**config.mk**
```make
export PLATFORM = sky130hd
export DESIGN_NAME = i2c_master_byte_sequencer_flat
export DESIGN_NICKNAME = d
export VERILOG_FILES = /design/src/sv/i2cms_pkg.sv /design/src/sv/i2cms_if.sv /design/src/sv/i2cms_seq.sv /design/src/sv/i2c_master_byte_sequencer.sv /design/src/flat_wrapper.sv
export SDC_FILE = /design/constraint.sdc
export NUM_CORES = 1
export LEC_CHECK = 0
export ABC_AREA = 1
export BUFFER_PORTS_ARGS = -buffer_cell sky130_fd_sc_hd__buf_2
export CAP_MARGIN = 20
export CORE_MARGIN = 10
export CORE_UTILIZATION = 28
export DETAILED_ROUTE_END_ITERATION = 8
export GPL_TIMING_DRIVEN = 0
export REMOVE_ABC_BUFFERS = 1
export SLEW_MARGIN = 30
export SYNTH_ARGS = -nofsm -noshare
export SYNTH_HDL_FRONTEND = slang
export SYNTH_SLANG_ARGS = --single-unit
```
**constraint.sdc**
```tcl
create_clock -name clk -period 2.47 [get_ports clk]
set_input_delay 0 -clock clk [delete_from_list [all_inputs] [get_ports clk]]
set_output_delay 0 -clock clk [all_outputs]
set_load 0.05 [all_outputs]
```
**src/sv/i2cms_pkg.sv**
```systemverilog
// Shared constants, command codes and types for the I2C master byte sequencer.
`timescale 1ns / 1ps

package i2cms_pkg;

  localparam int MODE_W       = 3;
  localparam int BYTE_W       = 8;
  localparam int DEF_BITS_PER_BYTE = 8;

  // Command codes carried in the mode field
  localparam logic [MODE_W-1:0] MODE_START   = 3'd0;
  localparam logic [MODE_W-1:0] MODE_RESTART = 3'd1;
  localparam logic [MODE_W-1:0] MODE_STOP    = 3'd2;
  localparam logic [MODE_W-1:0] MODE_WRITE   = 3'd3;
  localparam logic [MODE_W-1:0] MODE_READ    = 3'd4;

  // One line assignment as seen on the result channel
  typedef struct packed {
    logic              scl;
    logic              sda;
    logic [BYTE_W-1:0] read_byte;
    logic              last;
  } step_t;

endpackage

```
**src/sv/i2cms_if.sv**
```systemverilog
// Command and result channel interfaces for the I2C master byte sequencer.
`timescale 1ns / 1ps

interface i2cms_in_if;
  import i2cms_pkg::*;

  logic              valid;
  logic              ready;
  logic [MODE_W-1:0] mode;
  logic [BYTE_W-1:0] byte_value;
  logic              send_ack;
  logic [BYTE_W-1:0] line_bits;

  modport source (output valid, output mode, output byte_value, output send_ack,
                  output line_bits, input ready);
  modport sink   (input valid, input mode, input byte_value, input send_ack,
                  input line_bits, output ready);
endinterface

interface i2cms_out_if;
  import i2cms_pkg::*;

  logic              valid;
  logic              ready;
  logic              scl;
  logic              sda;
  logic [BYTE_W-1:0] read_byte;
  logic              last;

  modport source (output valid, output scl, output sda, output read_byte,
                  output last, input ready);
  modport sink   (input valid, input scl, input sda, input read_byte,
                  input last, output ready);
endinterface

```
**src/sv/i2cms_seq.sv**
```systemverilog
// Bus phase sequencer: one SCL or SDA assignment per step around a shared shift register.
`timescale 1ns / 1ps

module i2cms_seq #(
  parameter int BITS_PER_BYTE = i2cms_pkg::DEF_BITS_PER_BYTE
) (
  input  logic                           clk,
  input  logic                           rst_n,
  input  logic                           load,
  input  logic [i2cms_pkg::MODE_W-1:0]   mode,
  input  logic [i2cms_pkg::BYTE_W-1:0]   byte_value,
  input  logic                           send_ack,
  input  logic [i2cms_pkg::BYTE_W-1:0]   line_bits,
  input  logic                           adv,
  output logic                           busy,
  output i2cms_pkg::step_t               step
);
  import i2cms_pkg::*;

  localparam int CW = $clog2(BITS_PER_BYTE + 1);
  localparam logic [CW-1:0] CNT_END = CW'(BITS_PER_BYTE - 1);

  localparam logic [4:0] S_IDLE    = 5'd0;
  localparam logic [4:0] S_RS_SDA  = 5'd1;
  localparam logic [4:0] S_RS_SCL  = 5'd2;
  localparam logic [4:0] S_ST_SDA  = 5'd3;
  localparam logic [4:0] S_ST_SCL  = 5'd4;
  localparam logic [4:0] S_WB_SDA  = 5'd5;
  localparam logic [4:0] S_WB_SCLH = 5'd6;
  localparam logic [4:0] S_WB_SCLL = 5'd7;
  localparam logic [4:0] S_WA_SDA  = 5'd8;
  localparam logic [4:0] S_WA_SCLH = 5'd9;
  localparam logic [4:0] S_WA_SCLL = 5'd10;
  localparam logic [4:0] S_SP_SDA0 = 5'd11;
  localparam logic [4:0] S_SP_SCL  = 5'd12;
  localparam logic [4:0] S_SP_SDA1 = 5'd13;
  localparam logic [4:0] S_RB_SDA  = 5'd14;
  localparam logic [4:0] S_RB_SCLH = 5'd15;
  localparam logic [4:0] S_RB_SCLL = 5'd16;
  localparam logic [4:0] S_RA_SDA  = 5'd17;
  localparam logic [4:0] S_RA_SCLH = 5'd18;
  localparam logic [4:0] S_RA_SCLL = 5'd19;

  logic [4:0]        state_r, state_nxt, nst;
  logic [CW-1:0]     cnt_r, cnt_nxt;
  logic [BYTE_W-1:0] sh_r, sh_nxt;
  logic [BYTE_W-1:0] acc_r, acc_nxt;
  logic              ack_r, ack_nxt;
  logic              scl_r, scl_nxt;
  logic              sda_r, sda_nxt;
  logic              e_scl, e_sda, e_last;
  logic              do_shift, do_sample, cnt_step;

  assign busy = (state_r != S_IDLE);

  always_comb begin
    e_scl     = scl_r;
    e_sda     = sda_r;
    e_last    = 1'b0;
    nst       = state_r;
    do_shift  = 1'b0;
    do_sample = 1'b0;
    cnt_step  = 1'b0;
    case (state_r)
      S_RS_SDA:  begin e_sda = 1'b1; nst = S_RS_SCL; end
      S_RS_SCL:  begin e_scl = 1'b1; nst = S_ST_SDA; end
      S_ST_SDA:  begin e_sda = 1'b0; nst = S_ST_SCL; end
      S_ST_SCL:  begin e_scl = 1'b0; nst = S_WB_SDA; end
      S_WB_SDA:  begin e_sda = sh_r[BYTE_W-1]; do_shift = 1'b1; nst = S_WB_SCLH; end
      S_WB_SCLH: begin e_scl = 1'b1; nst = S_WB_SCLL; end
      S_WB_SCLL: begin
        e_scl    = 1'b0;
        cnt_step = 1'b1;
        nst      = (cnt_r == CNT_END) ? S_WA_SDA : S_WB_SDA;
      end
      S_WA_SDA:  begin e_sda = 1'b1; nst = S_WA_SCLH; end
      S_WA_SCLH: begin e_scl = 1'b1; nst = S_WA_SCLL; end
      S_WA_SCLL: begin e_scl = 1'b0; e_last = 1'b1; nst = S_IDLE; end
      S_SP_SDA0: begin e_sda = 1'b0; nst = S_SP_SCL; end
      S_SP_SCL:  begin e_scl = 1'b1; nst = S_SP_SDA1; end
      S_SP_SDA1: begin e_sda = 1'b1; e_last = 1'b1; nst = S_IDLE; end
      S_RB_SDA:  begin e_sda = 1'b1; nst = S_RB_SCLH; end
      S_RB_SCLH: begin e_scl = 1'b1; do_sample = 1'b1; nst = S_RB_SCLL; end
      S_RB_SCLL: begin
        e_scl    = 1'b0;
        cnt_step = 1'b1;
        if (cnt_r != CNT_END) nst = S_RB_SCLH;
        else if (ack_r)       nst = S_RA_SDA;
        else                  nst = S_RA_SCLH;
      end
      S_RA_SDA:  begin e_sda = 1'b0; nst = S_RA_SCLH; end
      S_RA_SCLH: begin e_scl = 1'b1; nst = S_RA_SCLL; end
      S_RA_SCLL: begin e_scl = 1'b0; e_last = 1'b1; nst = S_IDLE; end
      default:   nst = S_IDLE;
    endcase
  end

  always_comb begin
    step.scl       = e_scl;
    step.sda       = e_sda;
    step.last      = e_last;
    step.read_byte = (e_last && state_r == S_RA_SCLL) ? acc_r : '0;
  end

  always_comb begin
    state_nxt = state_r;
    cnt_nxt   = cnt_r;
    sh_nxt    = sh_r;
    acc_nxt   = acc_r;
    ack_nxt   = ack_r;
    scl_nxt   = scl_r;
    sda_nxt   = sda_r;
    if (load) begin
      cnt_nxt = '0;
      acc_nxt = '0;
      ack_nxt = send_ack;
      sh_nxt  = (mode == MODE_READ) ? line_bits : byte_value;
      case (mode)
        MODE_START:   state_nxt = S_ST_SDA;
        MODE_RESTART: state_nxt = S_RS_SDA;
        MODE_STOP:    state_nxt = S_SP_SDA0;
        MODE_WRITE:   state_nxt = S_WB_SDA;
        MODE_READ:    state_nxt = S_RB_SDA;
        default:      state_nxt = S_IDLE;
      endcase
    end else if (adv) begin
      state_nxt = nst;
      scl_nxt   = e_scl;
      sda_nxt   = e_sda;
      // write bits past the byte are zero, read samples past it see a released line
      if (do_shift)  sh_nxt = {sh_r[BYTE_W-2:0], 1'b0};
      if (do_sample) begin
        acc_nxt = {acc_r[BYTE_W-2:0], sh_r[BYTE_W-1]};
        sh_nxt  = {sh_r[BYTE_W-2:0], 1'b1};
      end
      if (cnt_step) cnt_nxt = (cnt_r == CNT_END) ? '0 : cnt_r + CW'(1);
    end
  end

  always_ff @(posedge clk) begin
    if (!rst_n) begin
      state_r <= S_IDLE;
      cnt_r   <= '0;
      scl_r   <= 1'b1;
      sda_r   <= 1'b1;
    end else begin
      state_r <= state_nxt;
      cnt_r   <= cnt_nxt;
      scl_r   <= scl_nxt;
      sda_r   <= sda_nxt;
    end
  end

  always_ff @(posedge clk) begin
    sh_r  <= sh_nxt;
    acc_r <= acc_nxt;
    ack_r <= ack_nxt;
  end

endmodule

```
**src/sv/i2c_master_byte_sequencer.sv**
```systemverilog
// An accepted command is registered into the sequencer state; each line change then goes to out_r.
// Throughput: one line change per cycle while out_ch is ready; a command yields its result
//   count of line changes (3 for stop, up to 31 results for restart at 8 bits per byte).
// The phase sequencer issues one SCL or SDA assignment per cycle while it advances.
// Reset: synchronous active low; SCL and SDA levels return to released (1), sequencer idles.
`timescale 1ns / 1ps

module i2c_master_byte_sequencer #(
  parameter int BITS_PER_BYTE = i2cms_pkg::DEF_BITS_PER_BYTE
) (
  input  logic          clk,
  input  logic          rst_n,
  i2cms_in_if.sink      in_ch,
  i2cms_out_if.source   out_ch
);
  import i2cms_pkg::*;

  logic  busy;
  logic  load;
  logic  adv;
  step_t step;
  step_t out_r;
  logic  out_valid_r;

  assign in_ch.ready = !busy;
  assign load        = in_ch.valid && !busy;
  // advance while busy whenever the output register is empty or being emptied
  assign adv         = busy && (!out_valid_r || out_ch.ready);

  i2cms_seq #(
    .BITS_PER_BYTE (BITS_PER_BYTE)
  ) u_seq (
    .clk        (clk),
    .rst_n      (rst_n),
    .load       (load),
    .mode       (in_ch.mode),
    .byte_value (in_ch.byte_value),
    .send_ack   (in_ch.send_ack),
    .line_bits  (in_ch.line_bits),
    .adv        (adv),
    .busy       (busy),
    .step       (step)
  );

  always_ff @(posedge clk) begin
    if (!rst_n) begin
      out_valid_r <= 1'b0;
    end else if (adv) begin
      out_valid_r <= 1'b1;
    end else if (out_ch.ready) begin
      out_valid_r <= 1'b0;
    end
  end

  always_ff @(posedge clk) begin
    if (adv) out_r <= step;
  end

  assign out_ch.valid     = out_valid_r;
  assign out_ch.scl       = out_r.scl;
  assign out_ch.sda       = out_r.sda;
  assign out_ch.read_byte = out_r.read_byte;
  assign out_ch.last      = out_r.last;

endmodule

```
**src/flat_wrapper.sv**
```systemverilog
// flat-port wrapper written by rule: the top's interface ports become plain ports
module i2c_master_byte_sequencer_flat import i2cms_pkg::*;
#(
  parameter int BITS_PER_BYTE = i2cms_pkg::DEF_BITS_PER_BYTE
)
  (clk, rst_n, in_ch_valid, in_ch_mode, in_ch_byte_value, in_ch_send_ack, in_ch_line_bits, in_ch_ready, out_ch_valid, out_ch_scl, out_ch_sda, out_ch_read_byte, out_ch_last, out_ch_ready);
  i2cms_in_if in_ch_i ();
  i2cms_out_if out_ch_i ();
  input  logic clk;
  input  logic rst_n;
  input wire logic [$bits(in_ch_i.valid)-1:0] in_ch_valid;
  input wire logic [$bits(in_ch_i.mode)-1:0] in_ch_mode;
  input wire logic [$bits(in_ch_i.byte_value)-1:0] in_ch_byte_value;
  input wire logic [$bits(in_ch_i.send_ack)-1:0] in_ch_send_ack;
  input wire logic [$bits(in_ch_i.line_bits)-1:0] in_ch_line_bits;
  output wire logic [$bits(in_ch_i.ready)-1:0] in_ch_ready;
  output wire logic [$bits(out_ch_i.valid)-1:0] out_ch_valid;
  output wire logic [$bits(out_ch_i.scl)-1:0] out_ch_scl;
  output wire logic [$bits(out_ch_i.sda)-1:0] out_ch_sda;
  output wire logic [$bits(out_ch_i.read_byte)-1:0] out_ch_read_byte;
  output wire logic [$bits(out_ch_i.last)-1:0] out_ch_last;
  input wire logic [$bits(out_ch_i.ready)-1:0] out_ch_ready;
  assign in_ch_i.valid = in_ch_valid;
  assign in_ch_i.mode = in_ch_mode;
  assign in_ch_i.byte_value = in_ch_byte_value;
  assign in_ch_i.send_ack = in_ch_send_ack;
  assign in_ch_i.line_bits = in_ch_line_bits;
  assign in_ch_ready = in_ch_i.ready;
  assign out_ch_valid = out_ch_i.valid;
  assign out_ch_scl = out_ch_i.scl;
  assign out_ch_sda = out_ch_i.sda;
  assign out_ch_read_byte = out_ch_i.read_byte;
  assign out_ch_last = out_ch_i.last;
  assign out_ch_i.ready = out_ch_ready;
  i2c_master_byte_sequencer #(.BITS_PER_BYTE(BITS_PER_BYTE)) u_core (.clk(clk), .rst_n(rst_n), .in_ch(in_ch_i), .out_ch(out_ch_i));
endmodule
```
---- After elaboration in Yosys (flattened, before gate mapping) ----
Index checks and enable logic that the tools add are counted.
storage, ports and cells
  register bits after elaboration ......... 40
  output and inout bits ................... 13
  logic and storage cells ................. 83
cells by class
  add/sub/neg operators ................... 1
  equality and inequality tests ........... 25
  muxes and demuxes ....................... 21
  bitwise operators ....................... 2
  reduce and logical (&&, ||, !) cells .... 22
operators with widths
  operator                                                               number
  5-bit one-hot mux with 16 select lines                                 1
  5-bit by 4-bit equality test with 1-bit output, second input constant  8
  8-bit 2-to-1 mux                                                       5
  5-bit by 3-bit equality test with 1-bit output, second input constant  4
  5-bit equality test, second input constant                             4
  4-bit one-hot mux with 5 select lines                                  1
  5-bit 2-to-1 mux                                                       3
  5-bit by 2-bit equality test with 1-bit output, second input constant  2
  4-bit 2-to-1 mux                                                       2
  2-bit AND reduction                                                    4
  3-bit by 2-bit equality test with 1-bit output, second input constant  2
  1-bit 2-to-1 mux                                                       6
  3-bit OR reduction                                                     2
  6-bit OR reduction                                                     1
  5-bit by 1-bit equality test with 1-bit output, second input constant  1
  5-bit nonzero test                                                     1
  5-bit OR reduction                                                     1
  4-bit by 1-bit adder with 4-bit output, second input constant          1
  4-bit by 3-bit equality test with 1-bit output, second input constant  1
  4-bit by 3-bit != test with 1-bit output, second input constant        1
  2-bit nonzero test                                                     2
  2-bit OR reduction                                                     2
  4-bit OR reduction                                                     1
  3-bit by 1-bit equality test with 1-bit output, second input constant  1
  other kinds (10)                                                       14

---- Longest topological paths before layout ----
  word-level depth ........................ 6
  gate-level depth with buffers ........... 11

---- Hierarchy ----
A second synthesis with hierarchy kept.
unflattened totals
  cells, all modules ...................... 278
  area total of the unflattened synthesis .. 2,109.5 um^2
by module, submodules not included
  module                     instances  cells an instance  area each (um^2)  sequential area each (um^2)
  i2cms_seq                  1          258                1,722.9           650.6
  i2c_master_byte_sequencer  1          20                 386.6             350.3

---- Least setup slack after synthesis ----
OpenSTA, ideal clock, no wires.
  path type ............................... register to register
  start ................................... register u_core.u_seq.state_r[4]
  end ..................................... register u_core.u_seq.sh_r[0], enable pin
  library setup time ...................... 0.378 ns
  arrival time ............................ 1.617 ns
  slack ................................... 0.475 ns
  stages on the path, launching flop included .. 9
  path buffers ............................ 1
  clock period less this slack ............ 1.995 ns
  cell sequence ........................... dfxtp_1 > buf_2 > inv_2 > nand2_4 > nor2_8 > nand2_8 > nand2_2 > inv_1 > a31oi_1
between the ends
  longest elaborated chain between the ends .. 5
  elaborated cells between the ends (all ways) .. 11
RTL lines
  element                                                                    line                             text
  from (decl)                                                                i2cms_seq.sv:44                  logic [4:0] state_r, state_nxt, nst;
  from (signal assigned)                                                     i2cms_seq.sv:147                 state_r <= state_nxt;
  5-bit nonzero test (*)                                                     i2cms_seq.sv:54                  assign busy = (state_r != S_IDLE);
  1-bit logical NOT (*)                                                      --
  named net in_ch_ready                                                      flat_wrapper.sv:16               output wire logic [$bits(in_ch_i.ready)-1:0] in_ch_ready;
  1-bit logical AND (*)                                                      i2c_master_byte_sequencer.sv:26  assign load = in_ch.valid && !busy;
  3-bit nonzero test (no source line) or 2-bit nonzero test (tied branches)  --
  2-bit AND reduction (no source line) (*)                                   --
  to (signal assigned)                                                       i2cms_seq.sv:155                 sh_r <= sh_nxt;
  to (decl)                                                                  i2cms_seq.sv:46                  logic [BYTE_W-1:0] sh_r, sh_nxt;
The timed path passes the listed nets; every way through them passes the cells marked *.
A chain may end at the register's enable or synchronous reset.

---- Worst setup path in the final report ----
  start ................................... register u_core.u_seq.state_r[4]
  end ..................................... register u_core.u_seq.sh_r[0], enable pin
between the ends
  longest elaborated chain between the ends .. 5
  elaborated cells between the ends (all ways) .. 11
RTL lines
  element                                                                    line
  5-bit nonzero test                                                         i2cms_seq.sv:54
  1-bit logical NOT                                                          i2c_master_byte_sequencer.sv:26
  1-bit logical AND                                                          i2c_master_byte_sequencer.sv:26
  3-bit nonzero test (no source line) or 2-bit nonzero test (tied branches)  --
  2-bit AND reduction (no source line) (*)                                   --
Every way passes the cells marked *; elsewhere a longest branch is shown, timed or not.

==> summary.md <==
| Metric | Value |
|---|---|
| Status | finished clean |
| Final setup fails | 0 |
| Initial antenna violation count | 0 |
| Rows | 32 |
| Clock Skew | 0.00414 ns |
| Nets@finish | 342 |
| EDFF count, synth | 20 |
| Post-synth top area cell | edfxtp_1 |
| Period minus WS final | 2.28 ns |
| Global route overflow | 0 |
| Buf/Inv on CP | 3 |
| Worst path max stage delay | 0.65 ns |
| Adder-cell share of the synthesized area | 0.567% |
| Period utilisation layout | 92.5% |
| DRT iter0 DRCs | 69 |
| Crit path max-delay family | compound AO/OA/AOI/OAI gates |
| Cell at the slowest stage of the critical path | a31oi_1 |
| Max-Cap Viols | 0 |
| H-tree lvl count | 2 |
| Core area | 7690 sq um |
| Syn_area_per_cell | 7.88 sq um |
| Largest net degree at the start of global routing | 22 |
| HP Class | input port to flop |
| Clock Latency Late Sink | 0.28 ns |
| CP Launch Type | flop |
| RSZ-0062 raised after global routing | no |
| Critical setup path kind | flop to flop |
| Compound-Gate Fraction of Synth Area | 12.7% |
| Largest family of logic cells by synthesized area | simple AND/OR/NAND/NOR gates |
| Clock sink count | 40 |
| Routed WL per cell | 12.1 microns |
| Synth Register Bits | 40 |
| Busiest grt layer | met2 |
| CP Data Arrival Time | 2.20 ns |
| Root Driver | clkbuf_8 |
| CTS buffer count | 5 |
| Layout area overhead | 16.1% |
| CP Capture Type | flop |
| M1 GR Usage | 11.1% |
| Total die area | 11800 sq um |
| GR met2 Demand/Resource | 13.2% |
| PD cells | 1190 nW/um^2 |
| Slew Limit Fails | 0 |
| Ys flop type | edfxtp_1 |
| Mux share of post-synthesis cell area | 0% |
| Clock transition at the registers of the reported paths | 0.08 ns |
| Critical Path Fanout Max | 9 |
| Post-Syn Area | 2210 sq um |
| CTS Hold Bufs | 1 |
| Fin. Hold Viols | 0 |
| Die X | 109 microns |
| I/O Buffers | 36 |
| Vias in the first global route | 1861 |
| Layout cells sized above 1 | 22.6% |
| Clk buf depth | 2 |
| Worst VDD drop | 0.000340 V |
| Synth area leaders | edfxtp_1 (27%), dfxtp_1 (18%), nand2_1 (11%) |
| Post-cts gate resize count | 0 |
| Slew HR | 41.1% |
| Post-CTS setup buffer count | 0 |
| Cells after Synth | 280 |
| Drt total wl | 5060 microns |
| Initial Util | 28.7% |
| Remaining antenna violation count | 0 |
| DRT Pass-1 Iters | 5 |
| Fin Setup TNS | 0 ns |
| Die height | 109 microns |
| Inserted Diodes | 0 |
| Netlist cell types | 34 |
| CP required | 2.39 ns |
| Wire length of the first global-routing pass | 8340 microns |
| IO Count | 37 |
| Actual slew at the worst max-slew pin | 0.880 ns |
| TritonCTS clock tree | yes |
| Via count | 1940 |
| Sequential area share after synthesis | 45.4% |
| Post-synthesis simple-gate area fraction | 32.8% |
| Yosys warnings | 0 |
| Post-synthesis xor/xnor area fraction | 0.397% |
| Pwr Total | 3.06 mW |
| Overall Global Routing Usage | 8.47% |
| Met3 Resource Use GR | 3.01% |
| Via density | 4.62 |
| Leak pwr | 1.12 nW |
| Gpl congestion | 0.911 |
| Area fraction of the dominant cell type after synthesis | 27.2% |
| DP HPWL | 3920 microns |
| R2r setup slk | 0.19 ns |
| Ys async rst share | 0% |
| F_max | 438 MHz |
| Post-route DRC violation count | 0 |
| Cell Chain, Critical Path | inv_2 -> nand2_4 -> inv_2 -> nand2_4 -> nand2_8 -> nand2_2 -> inv_1 -> a31oi_1 |
==> placed cells by master, fill, tap and decap left out, types with 2 or more instances in the layout <==
cell type and n:
a21oi_1 20, a31oi_1 8, buf_2 36, clkbuf_8 5, clkinv_2 2, clkinv_4 2
dfxtp_1 20, edfxtp_1 20, inv_1 24, inv_2 7, nand2_1 67, nand2_2 5
nand2_4 2, nand2_8 2, nand3_1 25, nand3b_1 2, nor2_1 34, nor2_2 3
nor2_4 3, o21ai_0 14, o21ai_1 4
==> kinds of logic after synthesis <==
family	Yosys count
AO/OA/AOI/OAI	50
XOR/XNOR	1
adder cells (fa/ha/maj)	1
buffers and inverters	40
flip-flops	40
AND/OR/NAND/NOR	148
==> where the power goes <==
| group | total (mW) | internal, mW | switching, mW |
|---|---|---|---|
| Combinational | 1.55 | 0.387 | 1.17 |
| Clock | 0.428 | 0.197 | 0.231 |
| Sequential | 1.08 | 0.980 | 0.100 |
| Total | 3.06 | 1.56 | 1.50 |
==> through the flow <==
step / std cells / cell area (sq um) / hold slack (ns) / utilization [%] / setup slack, ns
floorplan: 273 / 2160 / 0.0989 / - / 0.469
global placement: 411 / 2460 / 0.181 / 32.0 / 0.107
detailed placement: 411 / 2460 / 0.184 / 32.0 / 0.181
CTS: 420 / 2560 / 0.0489 / 33.3 / 0.164
global route: 420 / 2560 / 0.0496 / 33.3 / 0.0108
finish: 420 / 2560 / 0.0458 / 33.3 / 0.186
==> cells in the mapped netlist, drive strengths merged, types with 5 or more instances <==
master,n
a21oi,22
a31oi,8
buf,5
dfxtp,20
edfxtp,20
inv,31
nand2,76
nand3,25
nor2,41
o21ai,18
==> metal layers <==
| layer | part of all wire (%) | vias to the layer above |
|---|---|---|
| li1 | - | 999 |
| met1 | 48 | 877 |
| met4 | 0.30 | 0 |
| met3 | 8.0 | 2 |
| met5 | 0 | - |
| met2 | 43 | 62 |
==> worst reg2reg max path, delay by kind of cell, from the launching register on <==
family                 cells  cell delay (ns)
AO/OA/AOI/OAI              1             0.65
buffers and inverters      3             0.26
flip-flops                 1             0.53
AND/OR/NAND/NOR            4             0.46
==> worst paths after layout <==
check | from | endpoint | cells past startpoint
max | u_core.u_seq.state_r[4] | u_core.u_seq.sh_r[0] | 8
min | in_ch_line_bits[0] | u_core.u_seq.sh_r[0] | 3
max reg2reg | u_core.u_seq.state_r[4] | u_core.u_seq.sh_r[0] | 8
min reg2reg | u_core.u_seq.acc_r[7] | u_core.u_seq.acc_r[7] | 2
==> area by class of cell <==
class	count	area, sq um
Clock buffer	5	68.8
Clock inverter	3	18.8
Fill cell	842	5130
Inverter	33	129
Multi-Input combinational cell	200	1030
Sequential cell	40	1000
Tap cell	102	128
Timing Repair Buffer	37	190
==> state kept, by name, summed over array words and instances (netlist names) <==
register / flops
u_core.u_seq.state_r: 5
u_core.out_ch.read_byte: 8
u_core.u_seq.scl_r: 1
u_core.out_ch.scl: 1
u_core.u_seq.sh_r: 8
u_core.out_ch.valid: 1
u_core.u_seq.cnt_r: 4
u_core.u_seq.sda_r: 1
u_core.out_ch.sda: 1
u_core.u_seq.acc_r: 8
u_core.out_ch.last: 1
u_core.u_seq.ack_r: 1
(Power assumes the default switching activity.)
